$ cat src/chcte_pkg.sv
// Shared types, constants and helpers of the chart column trace extractor.
package chcte_pkg;

	localparam int MAX_HEIGHT = 4096;
	localparam int ROW_W      = $clog2(MAX_HEIGHT);
	localparam int HGT_W      = 13;
	localparam int RECIP_W    = 33;
	localparam int NORM_W     = 17;
	localparam int PROD_W     = HGT_W + RECIP_W;
	localparam int Q_SHIFT    = 16;
	localparam int CFG_IDX_W  = 3;
	localparam int CFG_DATA_W = RECIP_W;
	localparam int PIX_W      = 24;
	localparam int OUT_DATA_W = 4 * HGT_W + 4 * NORM_W;
	localparam int OUT_USER_W = 3;
	localparam int QUEUE_DEPTH = 4;
	localparam int QPTR_W      = $clog2(QUEUE_DEPTH);

	localparam logic [9:0] DARK_START = 10'd765;

	// Configuration register indexes.
	typedef enum logic [CFG_IDX_W-1:0] {
		REG_IMAGE_HEIGHT   = 3'd0,
		REG_HEIGHT_RECIP   = 3'd1,
		REG_MARKER_RED     = 3'd2,
		REG_MARKER_GREEN   = 3'd3,
		REG_MARKER_BLUE    = 3'd4
	} cfg_reg_t;

	// One finished column, handed from the front to the back.
	typedef struct packed {
		logic [HGT_W-1:0] gust;
		logic [HGT_W-1:0] speed;
		logic [HGT_W-1:0] dir;
		logic [HGT_W-1:0] prev;
		logic             first;
		logic             seen;
		logic             multiple;
		logic             wrap;
	} col_rec_t;

	// Status of the column queue as seen by its neighbors.
	typedef struct packed {
		logic full;
		logic valid;
	} q_stat_t;

	// Clamp the height register into 1..MAX_HEIGHT.
	function automatic logic [HGT_W-1:0] clamp_height(input logic [HGT_W-1:0] h);
		logic [HGT_W-1:0] r;
		begin
			if (h == '0) begin
				r = HGT_W'(1);
			end else if (h > HGT_W'(MAX_HEIGHT)) begin
				r = HGT_W'(MAX_HEIGHT);
			end else begin
				r = h;
			end
			return r;
		end
	endfunction

endpackage

$ cat src/chcte_queue.sv
// Short queue of finished column records between the front and the back.
module chcte_queue (
	input  logic               clk,
	input  logic               arst_n,
	input  logic               push,
	input  chcte_pkg::col_rec_t push_rec,
	input  logic               pop,
	output chcte_pkg::col_rec_t pop_rec,
	output chcte_pkg::q_stat_t  stat
);
	import chcte_pkg::*;

	col_rec_t          mem_q [QUEUE_DEPTH];
	logic [QPTR_W-1:0] wr_ptr_q;
	logic [QPTR_W-1:0] rd_ptr_q;
	logic [QPTR_W:0]   count_q;

	logic do_push;
	logic do_pop;

	assign stat.full  = (count_q == (QPTR_W+1)'(QUEUE_DEPTH));
	assign stat.valid = (count_q != '0);
	assign do_push    = push & ~stat.full;
	assign do_pop     = pop & stat.valid;
	assign pop_rec    = mem_q[rd_ptr_q];

	// Record storage.
	always_ff @(posedge clk) begin
		if (do_push) begin
			mem_q[wr_ptr_q] <= push_rec;
		end
	end

	// Pointers and fill count.
	always_ff @(posedge clk or negedge arst_n) begin
		if (!arst_n) begin
			wr_ptr_q <= '0;
			rd_ptr_q <= '0;
			count_q  <= '0;
		end else begin
			if (do_push) begin
				wr_ptr_q <= wr_ptr_q + QPTR_W'(1);
			end
			if (do_pop) begin
				rd_ptr_q <= rd_ptr_q + QPTR_W'(1);
			end
			if (do_push && !do_pop) begin
				count_q <= count_q + (QPTR_W+1)'(1);
			end else if (do_pop && !do_push) begin
				count_q <= count_q - (QPTR_W+1)'(1);
			end
		end
	end

endmodule

$ cat src/chcte_front.sv
// Pixel front end: per-column tracking of pink, dark and marker rows.
module chcte_front (
	input  logic                          clk,
	input  logic                          arst_n,
	input  logic                          s_tvalid,
	output logic                          s_tready,
	input  logic [chcte_pkg::PIX_W-1:0]   s_tdata,  // red, green, blue
	input  logic [0:0]                    s_tuser,  // image_start
	input  logic [chcte_pkg::HGT_W-1:0]   height,
	input  logic [7:0]                    marker_red,
	input  logic [7:0]                    marker_green,
	input  logic [7:0]                    marker_blue,
	input  chcte_pkg::q_stat_t            q_stat,
	output logic                          col_push,
	output chcte_pkg::col_rec_t           col_rec
);
	import chcte_pkg::*;

	logic [ROW_W-1:0] row_count_q;
	logic [8:0]       best_pink_q;
	logic [ROW_W-1:0] best_pink_row_q;
	logic [9:0]       least_dark_q;
	logic [ROW_W-1:0] least_dark_row_q;
	logic [ROW_W-1:0] marker_row_q;
	logic             marker_seen_q;
	logic             marker_multiple_q;
	logic [HGT_W-1:0] prev_dir_q;
	logic             first_column_q;

	logic [7:0]       red, green, blue;
	logic             take, start;
	logic [ROW_W-1:0] row_cur, prow_cur, drow_cur, mrow_cur;
	logic [8:0]       pink_cur;
	logic [9:0]       dark_cur;
	logic             seen_cur, mult_cur, first_cur;
	logic [HGT_W-1:0] prev_cur;
	logic [8:0]       diff;
	logic [9:0]       sum;
	logic             pink_hit, dark_hit, marker_hit;
	logic [8:0]       pink_new;
	logic [9:0]       dark_new;
	logic [ROW_W-1:0] prow_new, drow_new, mrow_new;
	logic             seen_new, mult_new;
	logic             col_end;

	assign red      = s_tdata[7:0];
	assign green    = s_tdata[15:8];
	assign blue     = s_tdata[23:16];
	assign start    = s_tuser[0];
	assign s_tready = ~q_stat.full;
	assign take     = s_tvalid & s_tready;

	// An image start clears the column history before the pixel is used.
	assign row_cur   = start ? '0 : row_count_q;
	assign pink_cur  = start ? '0 : best_pink_q;
	assign prow_cur  = start ? '0 : best_pink_row_q;
	assign dark_cur  = start ? DARK_START : least_dark_q;
	assign drow_cur  = start ? '0 : least_dark_row_q;
	assign mrow_cur  = start ? '0 : marker_row_q;
	assign seen_cur  = start ? 1'b0 : marker_seen_q;
	assign mult_cur  = start ? 1'b0 : marker_multiple_q;
	assign prev_cur  = start ? '0 : prev_dir_q;
	assign first_cur = start ? 1'b1 : first_column_q;

	// Compare the pixel against the running extremes and the marker colour.
	assign diff       = {1'b0, red} - {1'b0, green};
	assign sum        = {2'b0, red} + {2'b0, green} + {2'b0, blue};
	assign pink_hit   = (red > green) && (diff > pink_cur);
	assign dark_hit   = (sum < dark_cur);
	assign marker_hit = (red == marker_red) && (green == marker_green) &&
	                    (blue == marker_blue);

	assign pink_new = pink_hit ? diff : pink_cur;
	assign prow_new = pink_hit ? row_cur : prow_cur;
	assign dark_new = dark_hit ? sum : dark_cur;
	assign drow_new = dark_hit ? row_cur : drow_cur;
	assign mrow_new = marker_hit ? row_cur : mrow_cur;
	assign seen_new = seen_cur | marker_hit;
	assign mult_new = mult_cur | (marker_hit & seen_cur);

	assign col_end = (({1'b0, row_cur} + HGT_W'(1)) >= height);

	// Column result; heights wrap to the field width.
	assign col_rec.gust     = height - {1'b0, prow_new};
	assign col_rec.speed    = height - {1'b0, drow_new};
	assign col_rec.dir      = seen_new ? (height - {1'b0, mrow_new}) : prev_cur;
	assign col_rec.prev     = prev_cur;
	assign col_rec.first    = first_cur;
	assign col_rec.seen     = seen_new;
	assign col_rec.multiple = mult_new;
	// The marker sits below a lowered height, so its direction went below zero.
	assign col_rec.wrap     = seen_new && ({1'b0, mrow_new} > height);
	assign col_push         = take & col_end;

	// Tracker state.
	always_ff @(posedge clk or negedge arst_n) begin
		if (!arst_n) begin
			row_count_q       <= '0;
			best_pink_q       <= '0;
			best_pink_row_q   <= '0;
			least_dark_q      <= DARK_START;
			least_dark_row_q  <= '0;
			marker_row_q      <= '0;
			marker_seen_q     <= 1'b0;
			marker_multiple_q <= 1'b0;
			prev_dir_q        <= '0;
			first_column_q    <= 1'b1;
		end else if (take) begin
			if (col_end) begin
				row_count_q       <= '0;
				best_pink_q       <= '0;
				best_pink_row_q   <= '0;
				least_dark_q      <= DARK_START;
				least_dark_row_q  <= '0;
				marker_row_q      <= '0;
				marker_seen_q     <= 1'b0;
				marker_multiple_q <= 1'b0;
				prev_dir_q        <= col_rec.dir;
				first_column_q    <= 1'b0;
			end else begin
				row_count_q       <= row_cur + ROW_W'(1);
				best_pink_q       <= pink_new;
				best_pink_row_q   <= prow_new;
				least_dark_q      <= dark_new;
				least_dark_row_q  <= drow_new;
				marker_row_q      <= mrow_new;
				marker_seen_q     <= seen_new;
				marker_multiple_q <= mult_new;
				prev_dir_q        <= prev_cur;
				first_column_q    <= first_cur;
			end
		end
	end

endmodule

$ cat src/chcte_back.sv
// Result back end: direction change, Q16 normalization and output register.
module chcte_back (
	input  logic                             clk,
	input  logic                             arst_n,
	input  chcte_pkg::q_stat_t               q_stat,
	input  chcte_pkg::col_rec_t              q_rec,
	output logic                             q_pop,
	input  logic [chcte_pkg::HGT_W-1:0]      height,
	input  logic [chcte_pkg::RECIP_W-1:0]    recip,
	output logic                             m_tvalid,
	input  logic                             m_tready,
	output logic [chcte_pkg::OUT_DATA_W-1:0] m_tdata,
	output logic [chcte_pkg::OUT_USER_W-1:0] m_tuser
);
	import chcte_pkg::*;

	logic rdy_s1, rdy_s2, rdy_s3;
	logic v_s1, v_s2, v_s3;

	logic [HGT_W-1:0] gust_s1, speed_s1, dir_s1, change_s1;
	logic [2:0]       flags_s1;
	logic [HGT_W-1:0] gust_s2, speed_s2, dir_s2, change_s2;
	logic [2:0]       flags_s2;
	logic [PROD_W-1:0] gust_p_s2, speed_p_s2, dir_p_s2, change_p_s2;
	logic [OUT_DATA_W-1:0] data_s3;
	logic [OUT_USER_W-1:0] user_s3;

	logic signed [HGT_W+1:0] d_minus_p, up_d, down_d;
	logic [HGT_W+1:0]        abs_a, abs_u, abs_d, best;
	logic [HGT_W-1:0]        change;

	// Stall chain: each stage moves when the one after it can take data.
	assign rdy_s3 = ~v_s3 | m_tready;
	assign rdy_s2 = ~v_s2 | rdy_s3;
	assign rdy_s1 = ~v_s1 | rdy_s2;
	assign q_pop  = q_stat.valid & rdy_s1;

	// Minimal wrapped difference between direction and previous direction.
	assign d_minus_p = $signed({2'b0, q_rec.dir}) - $signed({2'b0, q_rec.prev});
	assign up_d      = d_minus_p + $signed({2'b0, height});
	assign down_d    = d_minus_p - $signed({2'b0, height});
	assign abs_a     = d_minus_p[HGT_W+1] ? (HGT_W+2)'(0) - d_minus_p : d_minus_p;
	assign abs_u     = up_d[HGT_W+1] ? (HGT_W+2)'(0) - up_d : up_d;
	assign abs_d     = down_d[HGT_W+1] ? (HGT_W+2)'(0) - down_d : down_d;

	// A direction that went below zero counts as a huge unsigned value, so the
	// downward difference is the shortest and wraps in the same way.
	always_comb begin
		best = abs_a;
		if (abs_u < best) begin
			best = abs_u;
		end
		if (abs_d < best) begin
			best = abs_d;
		end
		if (q_rec.first) begin
			change = '0;
		end else if (q_rec.wrap) begin
			change = q_rec.dir - height - q_rec.prev;
		end else begin
			change = best[HGT_W-1:0];
		end
	end

	// Saturate a shifted product into the Q16 field.
	function automatic logic [NORM_W-1:0] sat_q16(input logic [PROD_W-1:0] p);
		logic [PROD_W-Q_SHIFT-1:0] q;
		begin
			q = p[PROD_W-1:Q_SHIFT];
			return (|q[PROD_W-Q_SHIFT-1:NORM_W]) ? '1 : q[NORM_W-1:0];
		end
	endfunction

	// Stage payloads.
	always_ff @(posedge clk) begin
		if (rdy_s1) begin
			gust_s1   <= q_rec.gust;
			speed_s1  <= q_rec.speed;
			dir_s1    <= q_rec.dir;
			change_s1 <= change;
			flags_s1  <= {q_rec.multiple, q_rec.seen, ~q_rec.first};
		end
		if (rdy_s2) begin
			gust_s2     <= gust_s1;
			speed_s2    <= speed_s1;
			dir_s2      <= dir_s1;
			change_s2   <= change_s1;
			flags_s2    <= flags_s1;
			gust_p_s2   <= PROD_W'(gust_s1) * PROD_W'(recip);
			speed_p_s2  <= PROD_W'(speed_s1) * PROD_W'(recip);
			dir_p_s2    <= PROD_W'(dir_s1) * PROD_W'(recip);
			change_p_s2 <= PROD_W'(change_s1) * PROD_W'(recip);
		end
		if (rdy_s3) begin
			data_s3 <= {sat_q16(change_p_s2), sat_q16(dir_p_s2), sat_q16(speed_p_s2),
			            sat_q16(gust_p_s2), change_s2, dir_s2, speed_s2, gust_s2};
			user_s3 <= flags_s2;
		end
	end

	// Stage valid bits.
	always_ff @(posedge clk or negedge arst_n) begin
		if (!arst_n) begin
			v_s1 <= 1'b0;
			v_s2 <= 1'b0;
			v_s3 <= 1'b0;
		end else begin
			if (rdy_s1) begin
				v_s1 <= q_stat.valid;
			end
			if (rdy_s2) begin
				v_s2 <= v_s1;
			end
			if (rdy_s3) begin
				v_s3 <= v_s2;
			end
		end
	end

	assign m_tvalid = v_s3;
	assign m_tdata  = data_s3;
	assign m_tuser  = user_s3;

endmodule

$ cat src/chart_column_trace_extractor.sv
// Top level of the chart column trace extractor: config registers, front, queue, back.
// Throughput: one pixel per cycle while the column queue has room; a column result leaves
// through a four-entry queue. Path: a column's last pixel, once accepted, is written into
// the queue, then passes the change stage, multiply stage and output register on its way
// to the output. The input stalls only while the column queue is full.
// Reset (arst_n low) clears all column tracking, the queue, the pipeline and
// restores the register reset values.
module chart_column_trace_extractor (
	input  logic                             clk,
	input  logic                             arst_n,
	input  logic                             s_tvalid,
	output logic                             s_tready,
	input  logic [chcte_pkg::PIX_W-1:0]      s_tdata,  // red, green, blue
	input  logic [0:0]                       s_tuser,  // image_start
	output logic                             m_tvalid,
	input  logic                             m_tready,
	// gust_height, speed_height, direction_height, direction_change,
	// gust_norm, speed_norm, direction_norm, change_norm
	output logic [chcte_pkg::OUT_DATA_W-1:0] m_tdata,
	// change_valid, marker_found, marker_repeated
	output logic [chcte_pkg::OUT_USER_W-1:0] m_tuser,
	input  logic                             cfg_we,
	input  logic [chcte_pkg::CFG_IDX_W-1:0]  cfg_index,
	input  logic [chcte_pkg::CFG_DATA_W-1:0] cfg_data
);
	import chcte_pkg::*;

	logic [HGT_W-1:0]   image_height_q;
	logic [RECIP_W-1:0] height_recip_q;
	logic [7:0]         marker_red_q, marker_green_q, marker_blue_q;
	logic [HGT_W-1:0]   height_eff;

	logic     col_push, q_pop;
	col_rec_t col_rec, q_rec;
	q_stat_t  q_stat;

	// Configuration registers.
	always_ff @(posedge clk or negedge arst_n) begin
		if (!arst_n) begin
			image_height_q <= HGT_W'(256);
			height_recip_q <= RECIP_W'(33'd16777216);
			marker_red_q   <= 8'd131;
			marker_green_q <= 8'd130;
			marker_blue_q  <= 8'd130;
		end else if (cfg_we) begin
			unique case (cfg_index)
				REG_IMAGE_HEIGHT: image_height_q <= cfg_data[HGT_W-1:0];
				REG_HEIGHT_RECIP: height_recip_q <= cfg_data[RECIP_W-1:0];
				REG_MARKER_RED:   marker_red_q   <= cfg_data[7:0];
				REG_MARKER_GREEN: marker_green_q <= cfg_data[7:0];
				REG_MARKER_BLUE:  marker_blue_q  <= cfg_data[7:0];
				default: ;
			endcase
		end
	end

	assign height_eff = clamp_height(image_height_q);

	chcte_front u_front (
		.clk          (clk),
		.arst_n       (arst_n),
		.s_tvalid     (s_tvalid),
		.s_tready     (s_tready),
		.s_tdata      (s_tdata),
		.s_tuser      (s_tuser),
		.height       (height_eff),
		.marker_red   (marker_red_q),
		.marker_green (marker_green_q),
		.marker_blue  (marker_blue_q),
		.q_stat       (q_stat),
		.col_push     (col_push),
		.col_rec      (col_rec)
	);

	chcte_queue u_queue (
		.clk      (clk),
		.arst_n   (arst_n),
		.push     (col_push),
		.push_rec (col_rec),
		.pop      (q_pop),
		.pop_rec  (q_rec),
		.stat     (q_stat)
	);

	chcte_back u_back (
		.clk      (clk),
		.arst_n   (arst_n),
		.q_stat   (q_stat),
		.q_rec    (q_rec),
		.q_pop    (q_pop),
		.height   (height_eff),
		.recip    (height_recip_q),
		.m_tvalid (m_tvalid),
		.m_tready (m_tready),
		.m_tdata  (m_tdata),
		.m_tuser  (m_tuser)
	);

	// A finished column is never pushed into a full queue.
	a_no_overflow: assert property (@(posedge clk) disable iff (!arst_n)
		col_push |-> !q_stat.full)
		else $error("column record pushed into a full queue");

	// The first column of an image reports no direction change.
	a_first_no_change: assert property (@(posedge clk) disable iff (!arst_n)
		(m_tvalid && !m_tuser[0]) |->
		(m_tdata[4*HGT_W-1:3*HGT_W] == '0 && m_tdata[OUT_DATA_W-1:OUT_DATA_W-NORM_W] == '0))
		else $error("first column carries a direction change");

	// A repeated marker implies a marker was found.
	a_repeat_found: assert property (@(posedge clk) disable iff (!arst_n)
		(m_tvalid && m_tuser[2]) |-> m_tuser[1])
		else $error("marker repeat flagged without a marker");

endmodule
$ cat config.mk
export PLATFORM = sky130hd
export DESIGN_NAME = chart_column_trace_extractor
export DESIGN_NICKNAME = d
export VERILOG_FILES = /design/src/chcte_pkg.sv /design/src/chcte_queue.sv /design/src/chcte_front.sv /design/src/chcte_back.sv /design/src/chart_column_trace_extractor.sv
export SDC_FILE = /design/constraint.sdc
export NUM_CORES = 2
export LEC_CHECK = 0
export BUFFER_PORTS_ARGS = -buffer_cell sky130_fd_sc_hd__buf_2
export CORE_ASPECT_RATIO = 1.5
export CORE_MARGIN = 5
export CORE_UTILIZATION = 59
export DETAILED_ROUTE_END_ITERATION = 10
export PLACE_DENSITY = 0.79
export RECOVER_POWER = 50
export SETUP_SLACK_MARGIN = 0.05
export SYNTH_ARGS = -nofsm -noshare
export SYNTH_HDL_FRONTEND = slang
export SYNTH_SLANG_ARGS = --single-unit
export TNS_END_PERCENT = 5
$ cat constraint.sdc
create_clock -name clk -period 8.42 [get_ports clk]
set_input_delay 0.842 -clock clk [delete_from_list [all_inputs] [get_ports clk]]
set_output_delay 0.842 -clock clk [all_outputs]
set_load 0.03 [all_outputs]
[Word-level counts from Yosys, hierarchy flattened]
Memory sizes are Yosys's and may differ from the RTL's.
Index checks and enable logic that the tools add are counted.
Cells by class
  add/subtract/negate cells: 20
  multipliers: 4
  $lt $le $gt $ge: 8
  eq/ne operators: 8
  multiplexer cells: 38
  bitwise gates (word level): 16
  reductions and logical operators: 21
Operators with widths (count)
  $mul A13 B33 Y46: 4
  $mux W12: 11
  $mux W13: 7
  $mux W15: 4
  $reduce_or A13 Y1: 4
  $sub A1 B15 Y15 const A: 3
  $sub A13 B12 Y13: 3
  $lt A15 B15 Y1: 2
  $mux W10: 3
  $mux W9: 3
  $sub A13 B13 Y13: 2
  $eq A8 B8 Y1: 3
  $add A15 B14 Y15: 1
  $sub A15 B14 Y15: 1
  $sub A13 B13 Y14: 1
  $add A12 B1 Y13 const B: 1
  $ge A13 B13 Y1: 1
  $gt A12 B13 Y1: 1
  $gt A13 B13 Y1 const B: 1
  $logic_not A13 Y1: 1
  $add A12 B1 Y12 const B: 1
  $add A10 B8 Y10: 1
  $lt A10 B10 Y1: 1
  $reduce_and A2 Y1: 5
  20 further kinds: 50
Storage, ports and cells
  flip-flop bits (word level): 580
  memory bits (writable): 224
  input port bits: 66
  memories kept: 1
Memories
  u_queue.mem_q: depth 4, bits a word 56, rd ports 1, clocked after memory_dff 0, write ports 1, line chcte_queue.sv:13  | col_rec_t mem_q [QUEUE_DEPTH];

[Depth between registers and ports, before layout]
  word-level depth: 11
  gate-level depth with buffers: 42
  mapped depth without buffers: 38

[Modules after synthesis]
A second synthesis with hierarchy kept.
Second synthesis, totals
  cells, all modules: 8162
  area, all modules: 85034.1 um2
By module, submodules not included
  chcte_back: instances 1, cells an instance 6767, area an instance 65619.2 um2, sequential area each 10675.2 um2
  chcte_queue: instances 1, cells an instance 328, area an instance 8520.7 um2, sequential area each 6901.6 um2
  chcte_front: instances 1, cells an instance 897, area an instance 7903.8 um2, sequential area each 2088.3 um2
  chart_column_trace_extractor: instances 1, cells an instance 170, area an instance 2990.4 um2, sequential area each 1762.9 um2

[Least setup slack after synthesis]
OpenSTA, ideal clock, no wires.
  path type: register to register
  from: register u_queue.rd_ptr_q[0]
  to: register u_back.change_s1[3] (data pin)
  setup time: 153 ps
  data arrival time: 8981 ps
  path slack: -714 ps
  cell stages (with the launch flop): 41
  path buffers: 6
  clock period less this slack: 9134 ps
  path through: dfrtp_1 buf_2 buf_1 buf_1 mux4_2 ha_1 a21oi_1 nor2b_1 or3_4 and3_4 nor2_1 ha_1 clkbuf_1 o31ai_1 o21ai_0 xnor2_1 nand2_1 nor4b_1 [... 5 more ...] o21ai_0 o21bai_1 a31oi_1 inv_1 clkbuf_1 nor3_2 nor2_1 ha_1 a21o_1 a21o_1 a21oi_1 o21ai_0 a211o_1 o22a_1 clkbuf_1 nor3_1 a22oi_1 o21ai_0
RTL lines
  start: declaration: line chcte_queue.sv:15  | logic [QPTR_W-1:0] rd_ptr_q;
  start signal: assignment: line chcte_queue.sv:45  | rd_ptr_q <= rd_ptr_q + QPTR_W'(1);
  end signal: assignment: line chcte_back.sv:80  | change_s1 <= change;
  end: declaration: line chcte_back.sv:20  | logic [HGT_W-1:0] gust_s1, speed_s1, dir_s1, change_s1;

==> insert_results.sql <==
INSERT INTO impl_metrics (metric_group, metric, value, unit) VALUES
('clock_tree', 'clkSlewWorstSetupHoldPaths', '0.06', 'ns'),
('route', 'detail-route-antenna-nets', '0', ''),
('final_layout', 'layout_commonest_cell', 'sky130_fd_sc_hd__fa_1', ''),
('worst_hold_path', 'hold_path_startpoint', 'cfg_data[16]', ''),
('setup_path', 'rr_endpoint', 'u_back.change_s1[6]$_SDFFCE_PP0N_', ''),
('sta', 'fin_worst_setup_slack', '0.276', 'ns'),
('synth', 'synth-main-ff-cell', 'sky130_fd_sc_hd__edfxtp_1', ''),
('floorplan', 'die_area', '150000', 'µm²'),
('synth', 'syn_avg_cell_area', '10.4', 'µm²'),
('clock_tree', 'cts_made_buffers', '74', ''),
('clock_tree', 'cts_max_path_buffers', '3', ''),
('worst_hold_path', 'min-delay-path-class', 'in2reg', ''),
('final_layout', 'stdcell_count', '10200', ''),
('sta', 'final-setup-viol-count', '0', ''),
('grt', 'maximum_number_of_pins_on_one_net_before_global_route_repair', '80', ''),
('floorplan', 'coreArea', '141000', 'µm²'),
('setup_path', 'start_kind', 'register', ''),
('route', 'drtPass1Iterations', '8', ''),
('setup_path', 'cp_num_buf_inv', '5', ''),
('route', 'num_vias', '60200', ''),
('setup_path', 'crit_path_top_delay_cell', 'sky130_fd_sc_hd__mux4_2', ''),
('sta', 'post-route-period-util', '96.7', '%'),
('clock_tree', 'cts_tree', 'built', ''),
('run_status', 'violations', 'max-capacitance violations, max-slew violations', ''),
('floorplan', 'boundaryPins', '191', ''),
('final_layout', 'area.growth.synth_to_final', '8.21', '%'),
('synth', 'synth-edff-count', '577', ''),
('floorplan', 'core.rowCount', '169', ''),
('setup_path', 'crit_required', '8.86', 'ns'),
('route', 'drt-initial-drc-count', '4644', ''),
('floorplan', 'floorplan.initialDensity', '59.3', '%'),
('route', 'met2WireLength', '116000', 'µm'),
('sta', 'max_slew_margin', '-224', '%'),
('setup_path', 'endpoint_kind', 'register', ''),
('sta', 'finalCriticalPeriod', '8.14', 'ns'),
('clock_tree', 'clock_insertion_delay_worst_skew', '0.74', 'ns'),
('synth', 'yosys_reg_bits', '740', ''),
('worst_hold_path', 'timing.hold.worst_endpoint', 'height_recip_q[16]$_DFFE_PN0P_', ''),
('setup_path', 'regToRegStartpoint', 'u_queue.rd_ptr_q[0]$_DFFE_PN0P_', ''),
('grt', 'grt_antenna_before_repair', '11', ''),
('setup_path', 'reg2reg_depth', '37', ''),
('route', 'vias_per_cell', '5.90', ''),
('flow_run', 'cap_viol_max_count', '11', ''),
('final_layout', 'num-nets-final', '10200', ''),
('placement', 'preCtsSetupSlack', '-0.160', 'ns'),
('setup_path', 'cp_max_fo', '8', ''),
('setup_path', 'critPathTopFamily', 'compound AO/OA/AOI/OAI gates', ''),
('sta', 'hold_slack', '0.341', 'ns'),
('route', 'met3_length', '18600', 'µm'),
('route', 'drt-total-wl', '230000', 'µm'),
('final_layout', 'final_design_area_no_fill', '90700', 'µm²'),
('sta', 'worst_clock_skew', '0.0458', 'ns'),
('setup_path', 'worst_path_largest_cell_delay', '0.57', 'ns'),
('floorplan', 'dieWidth', '318', 'µm'),
('clock_tree', 'number_of_levels_in_the_clock_h_tree', '3', ''),
('synth', 'postSynth.asyncResetShare', '22.0', '%'),
('synth', 'synthesis.yosys.warnings', '0', ''),
('run_status', 'outcome', 'finished with violations', ''),
('placement', 'dpl.hpwl', '178000', 'µm'),
('grt', 'grt_first_pass_wirelength', '360000', 'µm'),
('route', 'wl_per_cell', '22.6', 'µm'),
('sta', 'grt_setup_unrepaired', 'yes', ''),
('sta', 'finalMaxSlewViolations', '533', ''),
('placement', 'gp_congestion', '0.969', ''),
('grt', 'grt_pass1_vias', '66000', ''),
('route', 'maxUsedRoutingLayer', 'met4', ''),
('placement', 'placed_cell_area', '88000', 'µm²'),
('grt', 'gr-total-overflow', '0', ''),
('synth', 'syn-instance-count', '8091', ''),
('sta', 'timing_worst_slew_pin_value', '4.87', 'ns'),
('setup_path', 'criticalPathCategory', 'reg2reg', '');
-- per-layer routing --
metal | vias to the layer above | global-route usage (%)
met1 | 30600 | 35.0
met5 | - | 0
met2 | 2920 | 54.4
li1 | 25700 | -
met4 | 0 | 19.9
met3 | 960 | 5.55
-- worst max-delay path by stage --
stage	from	to	slack [ns]	cells past startpoint
after floorplan	u_queue.rd_ptr_q[0]$_DFFE_PN0P_	u_back.change_s1[1]$_SDFFCE_PP0N_	0.08	40
after global placement	u_queue.rd_ptr_q[0]$_DFFE_PN0P_	u_back.change_s1[8]$_SDFFCE_PP0N_	-0.16	38
after detailed placement	u_queue.rd_ptr_q[0]$_DFFE_PN0P_	u_back.change_s1[8]$_SDFFCE_PP0N_	-0.16	38
after CTS	u_queue.rd_ptr_q[0]$_DFFE_PN0P_	u_back.change_s1[11]$_SDFFCE_PP0N_	0.05	39
after global routing	u_queue.rd_ptr_q[0]$_DFFE_PN0P_	u_back.change_s1[11]$_SDFFCE_PP0N_	-0.02	39
final	u_queue.rd_ptr_q[0]$_DFFE_PN0P_	u_back.change_s1[6]$_SDFFCE_PP0N_	0.28	37
-- cells by family after synthesis --
group | share of synthesized area [%]
AND/OR/NAND/NOR | 14.2
adder cells (fa/ha/maj) | 40.9
buffers and inverters | 7.97
flip-flops | 25.6
AO/OA/AOI/OAI | 5.68
XOR/XNOR | 2.75
multiplexers | 2.97
other | 0.00896
-- worst register-to-register path: cells and delay by family (launching register included) --
| kind | cells | cell delay, ns |
|---|---|---|
| AOI/OAI and AO/OA | 15 | 2.75 |
| xor gates and xnor gates | 3 | 0.49 |
| adders and majority gates | 5 | 1.32 |
| buffers and inverters | 5 | 0.52 |
| DFF | 1 | 0.47 |
| muxes | 1 | 0.57 |
| and+or+nand+nor | 8 | 1.77 |
-- synth_stat cells, drive strengths merged, types with 46 or more instances --
cell type	count	area, µm²
ha	527	6590
or2	81	507
a21o	83	623
a21oi	186	931
a22o	47	412
mux4	56	1260
o21ai	135	676
edfxtp	577	17300
and2	577	3610
nor2	174	656
mux2	96	1080
xor2	81	717
nand3	46	230
xnor2	181	1590
inv	1325	4970
clkbuf	419	1570
fa	1382	27700
nor3	57	295
nor2b	66	413
dfrtp	145	3630
nand2	1368	5130
-- metrics by stage --
step	TNS (ns)	util (%)
finish	0	64.2
CTS	0	64.2
detailed placement	-1.70	62.3
global route	-0.0344	64.2
global placement	-1.40	62.3
floorplan	0	-
-- state kept, by name (all words and copies together), names as in the netlist, 10 cells and up --
signal	flops
u_front.marker_row_q	12
u_back.change_p_s2	30
u_back.m_tdata	120
u_back.gust_p_s2	30
u_back.change_s2	13
u_back.gust_s1	13
image_height_q	13
u_back.speed_s1	13
u_back.dir_p_s2	30
u_front.least_dark_row_q	12
u_front.best_pink_row_q	12
u_front.row_count_q	12
u_queue.mem_q	224
u_back.dir_s1	13
u_back.gust_s2	13
u_front.prev_dir_q	13
u_back.dir_s2	13
u_front.least_dark_q	10
u_back.speed_p_s2	30
height_recip_q	33
u_back.speed_s2	13
u_back.change_s1	13
-- what timing repair did --
action	in CTS	in global routing
buffers inserted	2	9
pin swaps	6	38
gates resized for setup	12	63
endpoints found under the setup margin	13	13
hold buffers	0	0
-- area by class of cell --
| type | count | area, µm² | area share, % |
|---|---|---|---|
| diodes | 3 | 7.51 | 0.00828 |
| flip-flops and latches | 740 | 21500 | 23.7 |
| repair buffers | 530 | 3280 | 3.61 |
| well taps | 1881 | 2350 | 2.60 |
| multi-input cells | 5581 | 56000 | 61.8 |
| inverters | 1325 | 4980 | 5.49 |
| clock buffers | 92 | 1970 | 2.17 |
| clock inverters | 46 | 601 | 0.662 |
Power is left out: the tool's default activity adds up to more than one toggle a clock period on the data nets, which glitch-free logic cannot reach.
